$ cat config.mk
export PLATFORM = sky130hd
export DESIGN_NAME = modular_inverse_unit_top
export DESIGN_NICKNAME = d
export VERILOG_FILES = /design/src/design/miu_pkg.sv /design/src/design/modular_inverse_unit_top.sv /design/src/design/miu_datapath.sv /design/src/design/miu_control.sv
export SDC_FILE = /design/constraint.sdc
export NUM_CORES = 1
export LEC_CHECK = 0
export ABC_AREA = 0
export BUFFER_PORTS_ARGS = -buffer_cell sky130_fd_sc_hd__buf_2
export CORE_ASPECT_RATIO = 1.1
export CORE_UTILIZATION = 60
export DETAILED_ROUTE_END_ITERATION = 10
export PLACE_DENSITY = 0.81
export SLEW_MARGIN = 20
export SYNTH_ARGS = -nofsm -noshare
export SYNTH_HDL_FRONTEND = slang
export SYNTH_HIERARCHICAL = 1
export SYNTH_SLANG_ARGS = --single-unit
$ cat constraint.sdc
create_clock -name clock -period 8.3 [get_ports clock]
set_input_delay 0.415 -clock clock [delete_from_list [all_inputs] [get_ports clock]]
set_output_delay 0.415 -clock clock [all_outputs]
set_load 0.02 [all_outputs]
$ cat src/design/miu_pkg.sv
package miu_pkg;

   localparam int WORD_BITS_DEFAULT = 32;
   localparam int STATUS_BITS = 2;

   typedef enum logic [STATUS_BITS-1:0] {
      STATUS_OK          = 2'd0,
      STATUS_NOT_COPRIME = 2'd1,
      STATUS_SMALL_MOD   = 2'd2,
      STATUS_ZERO_BASE   = 2'd3
   } status_type;

   // datapath operations issued by the controller
   typedef enum logic [2:0] {
      OP_LOAD    = 3'd0,  // capture operands
      OP_GCD     = 3'd1,  // start next gcd division a % b
      OP_REDUCE  = 3'd2,  // start base % m
      OP_STEP    = 3'd3,  // start m / b for one reduction round
      OP_MULT    = 3'd4,  // start acc * factor mod m
      OP_NONE    = 3'd5
   } op_type;

   typedef struct packed {
      logic   issue;
      op_type op;
   } cmd_type;

   typedef struct packed {
      logic unit_busy;   // a division or product is running
      logic gcd_b_zero;  // gcd divisor has reached zero
      logic mod_small;   // modulus below 2
      logic gcd_one;     // gcd equals one
      logic b_zero;      // current base is zero
      logic b_one;       // current base is one
   } status_flags_type;

endpackage

$ cat src/design/modular_inverse_unit_top.sv
// Channel   Direction  Ports                                   Handshake
// request   in         req_base_value, req_modulus_value       start && !busy
// response  out        rsp_inverse_value, rsp_common_divisor,  rsp_valid, one cycle
//                      rsp_result_status
//
// One request at a time; operands are captured at the accepting edge and busy stays
// high from acceptance until the response cycle. A request runs the Euclid divisions
// and a gcd check, then, for a coprime pair with a modulus of at least 2, reduces the
// base and runs reduction rounds, each one bit-serial division and a shift-and-add
// product. Synchronous reset clears control only. The response cannot be stalled.
module modular_inverse_unit_top #(
   parameter int WORD_BITS = miu_pkg::WORD_BITS_DEFAULT
) (
   input  logic        clock,
   input  logic        reset,
   input  logic        start,
   output logic        busy,
   input  logic [31:0] req_base_value,
   input  logic [31:0] req_modulus_value,
   output logic        rsp_valid,
   output logic [31:0] rsp_inverse_value,
   output logic [31:0] rsp_common_divisor,
   output logic [1:0]  rsp_result_status
);

   miu_pkg::cmd_type          cmd;
   miu_pkg::status_flags_type flags;
   miu_pkg::status_type       status;
   logic                      zero_inv;
   logic [31:0]               inv, gcd;

   miu_control u_control (
      .clock            (clock),
      .reset            (reset),
      .req_start        (start),
      .flags            (flags),
      .busy             (busy),
      .cmd              (cmd),
      .rsp_valid        (rsp_valid),
      .rsp_status       (status),
      .rsp_zero_inverse (zero_inv)
   );

   miu_datapath #(.WORD_BITS(WORD_BITS)) u_datapath (
      .clock             (clock),
      .reset             (reset),
      .cmd               (cmd),
      .req_base_value    (req_base_value),
      .req_modulus_value (req_modulus_value),
      .flags             (flags),
      .inverse_value     (inv),
      .common_divisor    (gcd)
   );

   assign rsp_inverse_value  = zero_inv ? 32'd0 : inv;
   assign rsp_common_divisor = gcd;
   assign rsp_result_status  = status;

endmodule

$ cat src/design/miu_datapath.sv
module miu_datapath #(
   parameter int WORD_BITS = miu_pkg::WORD_BITS_DEFAULT
) (
   input  logic                      clock,
   input  logic                      reset,
   input  miu_pkg::cmd_type          cmd,
   input  logic [31:0]               req_base_value,
   input  logic [31:0]               req_modulus_value,
   output miu_pkg::status_flags_type flags,
   output logic [31:0]               inverse_value,
   output logic [31:0]               common_divisor
);

   localparam int CNT_BITS = $clog2(WORD_BITS + 1);

   typedef enum logic [1:0] {
      UNIT_IDLE,
      UNIT_DIV,
      UNIT_MUL
   } unit_type;

   typedef enum logic [1:0] {
      DEST_GCD,
      DEST_REDUCE,
      DEST_STEP
   } dest_type;

   unit_type unit_ff, unit_in;
   dest_type dest_ff, dest_in;
   logic [CNT_BITS-1:0] cnt_ff, cnt_in;

   logic [WORD_BITS-1:0] base_ff, base_in;     // masked original base
   logic [WORD_BITS-1:0] m_ff, m_in;
   logic [WORD_BITS-1:0] ga_ff, ga_in;
   logic [WORD_BITS-1:0] gb_ff, gb_in;
   logic [WORD_BITS-1:0] b_ff, b_in;
   logic [WORD_BITS-1:0] acc_ff, acc_in;
   logic [WORD_BITS-1:0] fac_ff, fac_in;

   // restoring divider: remainder, quotient/dividend shift register, divisor
   logic [WORD_BITS-1:0] rem_ff, rem_in;
   logic [WORD_BITS-1:0] quo_ff, quo_in;
   logic [WORD_BITS-1:0] dvs_ff, dvs_in;

   // shift-and-add product: multiplicand doubling, multiplier bits, sum
   logic [WORD_BITS-1:0] ma_ff, ma_in;
   logic [WORD_BITS-1:0] mb_ff, mb_in;
   logic [WORD_BITS-1:0] ms_ff, ms_in;

   logic [WORD_BITS:0]   trial;
   logic [WORD_BITS-1:0] rem_sh;
   logic [WORD_BITS-1:0] div_rem, div_quo, step_bmr;
   logic [WORD_BITS-1:0] sum_add, dbl_add;

   function automatic logic [WORD_BITS-1:0] add_mod(
      input logic [WORD_BITS-1:0] x,
      input logic [WORD_BITS-1:0] y,
      input logic [WORD_BITS-1:0] m
   );
      logic [WORD_BITS-1:0] room;
      room = m - y;
      add_mod = (x >= room) ? (x - room) : (x + y);
   endfunction

   always_comb begin
      trial    = {rem_ff, quo_ff[WORD_BITS-1]} - {1'b0, dvs_ff};
      rem_sh   = {rem_ff[WORD_BITS-2:0], quo_ff[WORD_BITS-1]};
      div_rem  = trial[WORD_BITS] ? rem_sh : trial[WORD_BITS-1:0];
      div_quo  = {quo_ff[WORD_BITS-2:0], ~trial[WORD_BITS]};
      step_bmr = b_ff - div_rem;
      sum_add  = add_mod(ms_ff, ma_ff, m_ff);
      dbl_add  = add_mod(ma_ff, ma_ff, m_ff);
   end

   always_comb begin
      unit_in = unit_ff;
      dest_in = dest_ff;
      cnt_in  = cnt_ff;
      base_in = base_ff;
      m_in    = m_ff;
      ga_in   = ga_ff;
      gb_in   = gb_ff;
      b_in    = b_ff;
      acc_in  = acc_ff;
      fac_in  = fac_ff;
      rem_in  = rem_ff;
      quo_in  = quo_ff;
      dvs_in  = dvs_ff;
      ma_in   = ma_ff;
      mb_in   = mb_ff;
      ms_in   = ms_ff;
      case (unit_ff)
         UNIT_DIV: begin
            if (!trial[WORD_BITS]) begin
               rem_in = trial[WORD_BITS-1:0];
               quo_in = {quo_ff[WORD_BITS-2:0], 1'b1};
            end else begin
               rem_in = rem_sh;
               quo_in = {quo_ff[WORD_BITS-2:0], 1'b0};
            end
            cnt_in = cnt_ff - CNT_BITS'(1);
            if (cnt_ff == CNT_BITS'(1)) begin
               unit_in = UNIT_IDLE;
            end
         end
         UNIT_MUL: begin
            if (mb_ff == '0) begin
               acc_in  = ms_ff;
               unit_in = UNIT_IDLE;
            end else begin
               if (mb_ff[0]) begin
                  ms_in = sum_add;
               end
               ma_in = dbl_add;
               mb_in = mb_ff >> 1;
            end
         end
         default: begin
            // start the commanded operation
            if (cmd.issue) begin
               case (cmd.op)
                  miu_pkg::OP_LOAD: begin
                     base_in = WORD_BITS'(req_base_value);
                     m_in    = WORD_BITS'(req_modulus_value);
                     ga_in   = WORD_BITS'(req_base_value);
                     gb_in   = WORD_BITS'(req_modulus_value);
                     acc_in  = WORD_BITS'(1);
                  end
                  miu_pkg::OP_GCD: begin
                     rem_in  = '0;
                     quo_in  = ga_ff;
                     dvs_in  = gb_ff;
                     cnt_in  = CNT_BITS'(WORD_BITS);
                     dest_in = DEST_GCD;
                     unit_in = UNIT_DIV;
                  end
                  miu_pkg::OP_REDUCE: begin
                     rem_in  = '0;
                     quo_in  = base_ff;
                     dvs_in  = m_ff;
                     cnt_in  = CNT_BITS'(WORD_BITS);
                     dest_in = DEST_REDUCE;
                     unit_in = UNIT_DIV;
                  end
                  miu_pkg::OP_STEP: begin
                     rem_in  = '0;
                     quo_in  = m_ff;
                     dvs_in  = b_ff;
                     cnt_in  = CNT_BITS'(WORD_BITS);
                     dest_in = DEST_STEP;
                     unit_in = UNIT_DIV;
                  end
                  miu_pkg::OP_MULT: begin
                     // acc and factor are already below m
                     ma_in   = acc_ff;
                     mb_in   = fac_ff;
                     ms_in   = '0;
                     unit_in = UNIT_MUL;
                  end
                  default: begin
                  end
               endcase
            end
         end
      endcase
      // write back a finished division
      if (unit_ff == UNIT_DIV && cnt_ff == CNT_BITS'(1)) begin
         case (dest_ff)
            DEST_GCD: begin
               ga_in = gb_ff;
               gb_in = div_rem;
            end
            DEST_REDUCE: begin
               b_in = div_rem;
            end
            default: begin
               // one reduction round: pick nearer remainder, set the product factor
               if (div_rem < step_bmr) begin
                  b_in   = div_rem;
                  fac_in = m_ff - div_quo;
               end else begin
                  b_in   = step_bmr;
                  fac_in = div_quo + WORD_BITS'(1);
               end
            end
         endcase
      end
   end

   always_ff @(posedge clock) begin
      if (reset) begin
         unit_ff <= UNIT_IDLE;
         cnt_ff  <= '0;
         dest_ff <= DEST_GCD;
      end else begin
         unit_ff <= unit_in;
         cnt_ff  <= cnt_in;
         dest_ff <= dest_in;
      end
      base_ff <= base_in;
      m_ff    <= m_in;
      ga_ff   <= ga_in;
      gb_ff   <= gb_in;
      b_ff    <= b_in;
      acc_ff  <= acc_in;
      fac_ff  <= fac_in;
      rem_ff  <= rem_in;
      quo_ff  <= quo_in;
      dvs_ff  <= dvs_in;
      ma_ff   <= ma_in;
      mb_ff   <= mb_in;
      ms_ff   <= ms_in;
   end

   assign flags.unit_busy  = (unit_ff != UNIT_IDLE);
   assign flags.gcd_b_zero = (gb_ff == '0);
   assign flags.mod_small  = (m_ff < WORD_BITS'(2));
   assign flags.gcd_one    = (ga_ff == WORD_BITS'(1));
   assign flags.b_zero     = (b_ff == '0);
   assign flags.b_one      = (b_ff == WORD_BITS'(1));

   assign inverse_value  = 32'(acc_ff);
   assign common_divisor = 32'(ga_ff);

endmodule

$ cat src/design/miu_control.sv
module miu_control (
   input  logic                      clock,
   input  logic                      reset,
   input  logic                      req_start,
   input  miu_pkg::status_flags_type flags,
   output logic                      busy,
   output miu_pkg::cmd_type          cmd,
   output logic                      rsp_valid,
   output miu_pkg::status_type       rsp_status,
   output logic                      rsp_zero_inverse
);

   typedef enum logic [2:0] {
      S_IDLE,
      S_GCD,
      S_CHECK,
      S_REDUCE,
      S_LOOP,
      S_MULT
   } state_type;

   state_type state_ff, state_in;
   logic busy_ff, busy_in, valid_ff, valid_in, zero_ff, zero_in;
   miu_pkg::status_type status_ff, status_in;
   miu_pkg::cmd_type cmd_ff, cmd_in;
   logic unit_free;
   logic load_now;

   // capture the operands at the accepting edge itself
   assign load_now = (state_ff == S_IDLE) && req_start;

   always_comb begin
      unit_free = !flags.unit_busy && !cmd_ff.issue;
      state_in  = state_ff;
      busy_in   = busy_ff;
      valid_in  = 1'b0;
      zero_in   = zero_ff;
      status_in = status_ff;
      cmd_in    = '{issue: 1'b0, op: miu_pkg::OP_NONE};
      case (state_ff)
         S_IDLE: begin
            if (req_start) begin
               busy_in  = 1'b1;
               state_in = S_GCD;
            end
         end
         S_GCD: begin
            if (unit_free) begin
               if (flags.gcd_b_zero) begin
                  state_in = S_CHECK;
               end else begin
                  cmd_in = '{issue: 1'b1, op: miu_pkg::OP_GCD};
               end
            end
         end
         S_CHECK: begin
            if (flags.mod_small || !flags.gcd_one) begin
               status_in = flags.mod_small ? miu_pkg::STATUS_SMALL_MOD
                                           : miu_pkg::STATUS_NOT_COPRIME;
               zero_in   = 1'b1;
               valid_in  = 1'b1;
               busy_in   = 1'b0;
               state_in  = S_IDLE;
            end else begin
               cmd_in   = '{issue: 1'b1, op: miu_pkg::OP_REDUCE};
               state_in = S_REDUCE;
            end
         end
         S_REDUCE: begin
            if (unit_free) begin
               state_in = S_LOOP;
            end
         end
         S_MULT: begin
            // chain the product straight after a reduction division
            if (unit_free) begin
               cmd_in   = '{issue: 1'b1, op: miu_pkg::OP_MULT};
               state_in = S_REDUCE;
            end
         end
         S_LOOP: begin
            if (unit_free) begin
               if (flags.b_one) begin
                  status_in = miu_pkg::STATUS_OK;
                  zero_in   = 1'b0;
                  valid_in  = 1'b1;
                  busy_in   = 1'b0;
                  state_in  = S_IDLE;
               end else if (flags.b_zero) begin
                  status_in = miu_pkg::STATUS_ZERO_BASE;
                  zero_in   = 1'b1;
                  valid_in  = 1'b1;
                  busy_in   = 1'b0;
                  state_in  = S_IDLE;
               end else begin
                  cmd_in   = '{issue: 1'b1, op: miu_pkg::OP_STEP};
                  state_in = S_MULT;
               end
            end
         end
         default: begin
            state_in = S_IDLE;
         end
      endcase
   end

   always_ff @(posedge clock) begin
      if (reset) begin
         state_ff  <= S_IDLE;
         busy_ff   <= 1'b0;
         valid_ff  <= 1'b0;
         zero_ff   <= 1'b0;
         status_ff <= miu_pkg::STATUS_OK;
         cmd_ff    <= '{issue: 1'b0, op: miu_pkg::OP_NONE};
      end else begin
         state_ff  <= state_in;
         busy_ff   <= busy_in;
         valid_ff  <= valid_in;
         zero_ff   <= zero_in;
         status_ff <= status_in;
         cmd_ff    <= cmd_in;
      end
   end

   assign busy             = busy_ff;
   assign cmd              = load_now ? '{issue: 1'b1, op: miu_pkg::OP_LOAD} : cmd_ff;
   assign rsp_valid        = valid_ff;
   assign rsp_status       = status_ff;
   assign rsp_zero_inverse = zero_ff;

endmodule

==> metrics.md <==
| Metric | Value |
|---|---|
| Primary FF master, synth | edfxtp_1 |
| Levels on crit path | 35 |
| Dpl hpwl | 68.5 mm |
| Max_cap viols | 0 |
| Via-to-Cell Ratio | 6.32 |
| Core Box Area | 52400 sq um |
| Area grow syn2layout | 11.6% |
| Mapped cell area | 31800 sq um |
| Netlist cell types | 105 |
| Worst Path Buf+Inv | 2 |
| Total grt overflow | 0 |
| Final Skew | 0.0338 ns |
| Util after Layout | 67.7% |
| Initial antenna violation count | 0 |
| Final setup viols | 0 |
| PortBufs | 134 |
| Hold Path Class | primary input to register |
| Die W | 221 microns |
| Hold-critical path depth | 1 |
| Cell accounting for the most synthesized area | edfxtp_1 |
| ANT cells | 0 |
| Clk slew on worst S/H paths | 0.06 ns |
| Die boundary height | 243 microns |
| Vias in the first global route | 25701 |
| Avg Inst Size Synth | 9.35 sq um |
| Top post-synthesis cells by area | edfxtp_1 (33%), ha_1 (10%), mux2i_1 (5.7%), a21oi_1 (5.6%), dfxtp_1 (5.4%) |
| Antenna Nets Post-Route | 0 |
| Largest net degree at the start of global routing | 99 |
| Pre-Repair DR Iteration Count | 5 |
| Initial Util | 60.6% |
| Worst hold slack | 0.0151 ns |
| CTS Sinks | 438 |
| CP peak stage delay | 0.40 ns |
| Post-synth top area share | 33.3% |
| Worst EP required | 8.68 ns |
| Layout cells sized above 1 | 11.0% |
| Synth async-reset ratio | 0% |
| Clock buffer depth | 3 |
| CP Class | register to register |
| #FFs+latches synth | 438 |
| Die ar. | 53900 sq um |
| First-pass GRT wire length | 145 mm |
| Top Ports | 135 |
| Rows | 88 |
| Layout fillers | 4186 |
| Worst-Skew Late Latency | 0.63 ns |
| Yosys warns | 6 |
| DRT Wirelength | 94.4 mm |
| Commonest non-fill, non-tap cell in the layout | a21oi_1 |
| Max Clock Freq | 126 MHz |
| Worst Max-Slew Pin Slew | 1.12 ns |
| Crit start category | register |
| Starting DRT DRC Count | 2796 |
| Cells after synthesis | 3399 |
| Status | complete, no violations |
| CP endpoint kind | register |
| Final Cycle Share | 95.7% |
| Critical-path maximum fanout | 13 |
| R2R cell count | 35 |
| Most frequent cells in the layout | a21oi_1 (355), edfxtp_1 (352), nor2_1 (323) |
| Worst slew margin | 24.8% |
| Syn nets | 3726 |
| CTS tree | built |
| Nets | 3883 |
| Clock period minus worst slack | 7.94 ns |
| H-Tree Depth | 2 |
| CP arrival | 8.32 ns |
| DR DRC count | 0 |
| Sequential fraction of the synthesis area | 38.7% |
| Gr usage total | 34.5% |
| Number of enable flip-flop cells after synthesis | 352 |
| TritonCTS buffer count | 49 |
| Max Transition Viols Final | 0 |
| Crit path max-delay family | compound AO/OA/AOI/OAI gates |
| Vias | 26995 |
| Placer Congestion | 0.971 |
| Max stage delay cell, worst path | edfxtp_1 |
| Clock root buffer master | clkbuf_16 |
| Drt wl/cell | 22.1 microns |
| Hold Fails Final Rpt | 0 |
## Yosys cell counts, drive strengths merged, types with 10 or more instances
| master | count |
|---|---|
| dfxtp | 86 |
| a21o | 101 |
| mux2i | 182 |
| nor2b | 76 |
| nor2 | 324 |
| nand2b | 47 |
| and2 | 48 |
| nor4 | 46 |
| o21a | 22 |
| o21ai | 211 |
| o21bai | 30 |
| xnor2 | 145 |
| nor3 | 50 |
| xor2 | 77 |
| inv | 220 |
| clkbuf | 84 |
| or2 | 15 |
| nand2 | 238 |
| or3 | 12 |
| buf | 39 |
| and3 | 18 |
| mux2 | 52 |
| a31oi | 19 |
| a211oi | 28 |
| o31ai | 15 |
| o31a | 10 |
| a21boi | 12 |
| edfxtp | 352 |
| a21oi | 358 |
| nand4 | 43 |
| ha | 253 |
| nand3 | 61 |
## final timing paths
path / startpoint / to / slack (ns)
max: u_datapath/rem_ff[22] / u_datapath/b_ff[28] / 0.36
min: req_base_value[14] / u_datapath/base_ff[14] / 0.02
max reg2reg: u_datapath/rem_ff[22] / u_datapath/b_ff[28] / 0.36
min reg2reg: u_control/rsp_zero_inverse / u_control/rsp_zero_inverse / 0.47
## cells by family (layout without fill, tap and decap cells)
| family | after synthesis | in the layout | share of synthesized area (%) |
|---|---|---|---|
| xor+xnor | 223 | 223 | 6.19 |
| fa+ha+maj | 262 | 262 | 10.5 |
| simple gates | 1006 | 1007 | 15.3 |
| flops | 438 | 438 | 38.7 |
| compound gates | 892 | 893 | 17.5 |
| mux | 234 | 234 | 7.60 |
| buf+inv | 344 | 540 | 4.28 |
## what timing repair did
| item | 4_1_cts | 5_1_grt |
|---|---|---|
| endpoints found under the hold margin | 37 | 0 |
| hold buffers | 37 | 0 |
| setup buffers | 0 | 9 |
| resized for setup | 0 | 14 |
| setup endpoints to repair | 0 | 64 |
## state kept, by name, indices dropped and copies added, names as in the netlist, 32 cells and up
name / cells
u_datapath/b_ff: 32
u_datapath/base_ff: 32
u_datapath/common_divisor: 32
u_datapath/dvs_ff: 32
u_datapath/fac_ff: 32
u_datapath/gb_ff: 32
u_datapath/inverse_value: 32
u_datapath/m_ff: 32
u_datapath/ma_ff: 32
u_datapath/mb_ff: 32
u_datapath/ms_ff: 32
u_datapath/quo_ff: 32
u_datapath/rem_ff: 32
## cell type report
class                      instances  area, sq um  share of cell area [%]
clock buffer                      66         1370                    3.87
clock inverter                    26          312                   0.879
inverter                         221          830                    2.34
multi-input combinational       2619        18300                    51.6
sequential                       438        12300                    34.7
tap                              675          845                    2.38
timing repair buffer             227         1520                    4.28
## stage by stage
stage               setup TNS, ns  worst slack, ns  cells  cell area [sq um]
finish                          0            0.361   4272              35500
global route              -0.0486          -0.0271   4272              35500
CTS                             0            0.117   4260              35300
global placement                0            0.245   4131              33200
detailed placement              0            0.130   4131              33200
floorplan                       0             1.04   3399              31800
## metal layers
metal	share of wire, %	GRT usage, %	vias up
met5	0	0	-
met4	4.9	15.8	0
met3	8.9	6.10	261
met2	47	57.0	1256
met1	40	44.2	12830
li1	-	-	12648
Power is not shown: default switching activity piles up to over one toggle a cycle in this logic, so the estimate is an artifact.
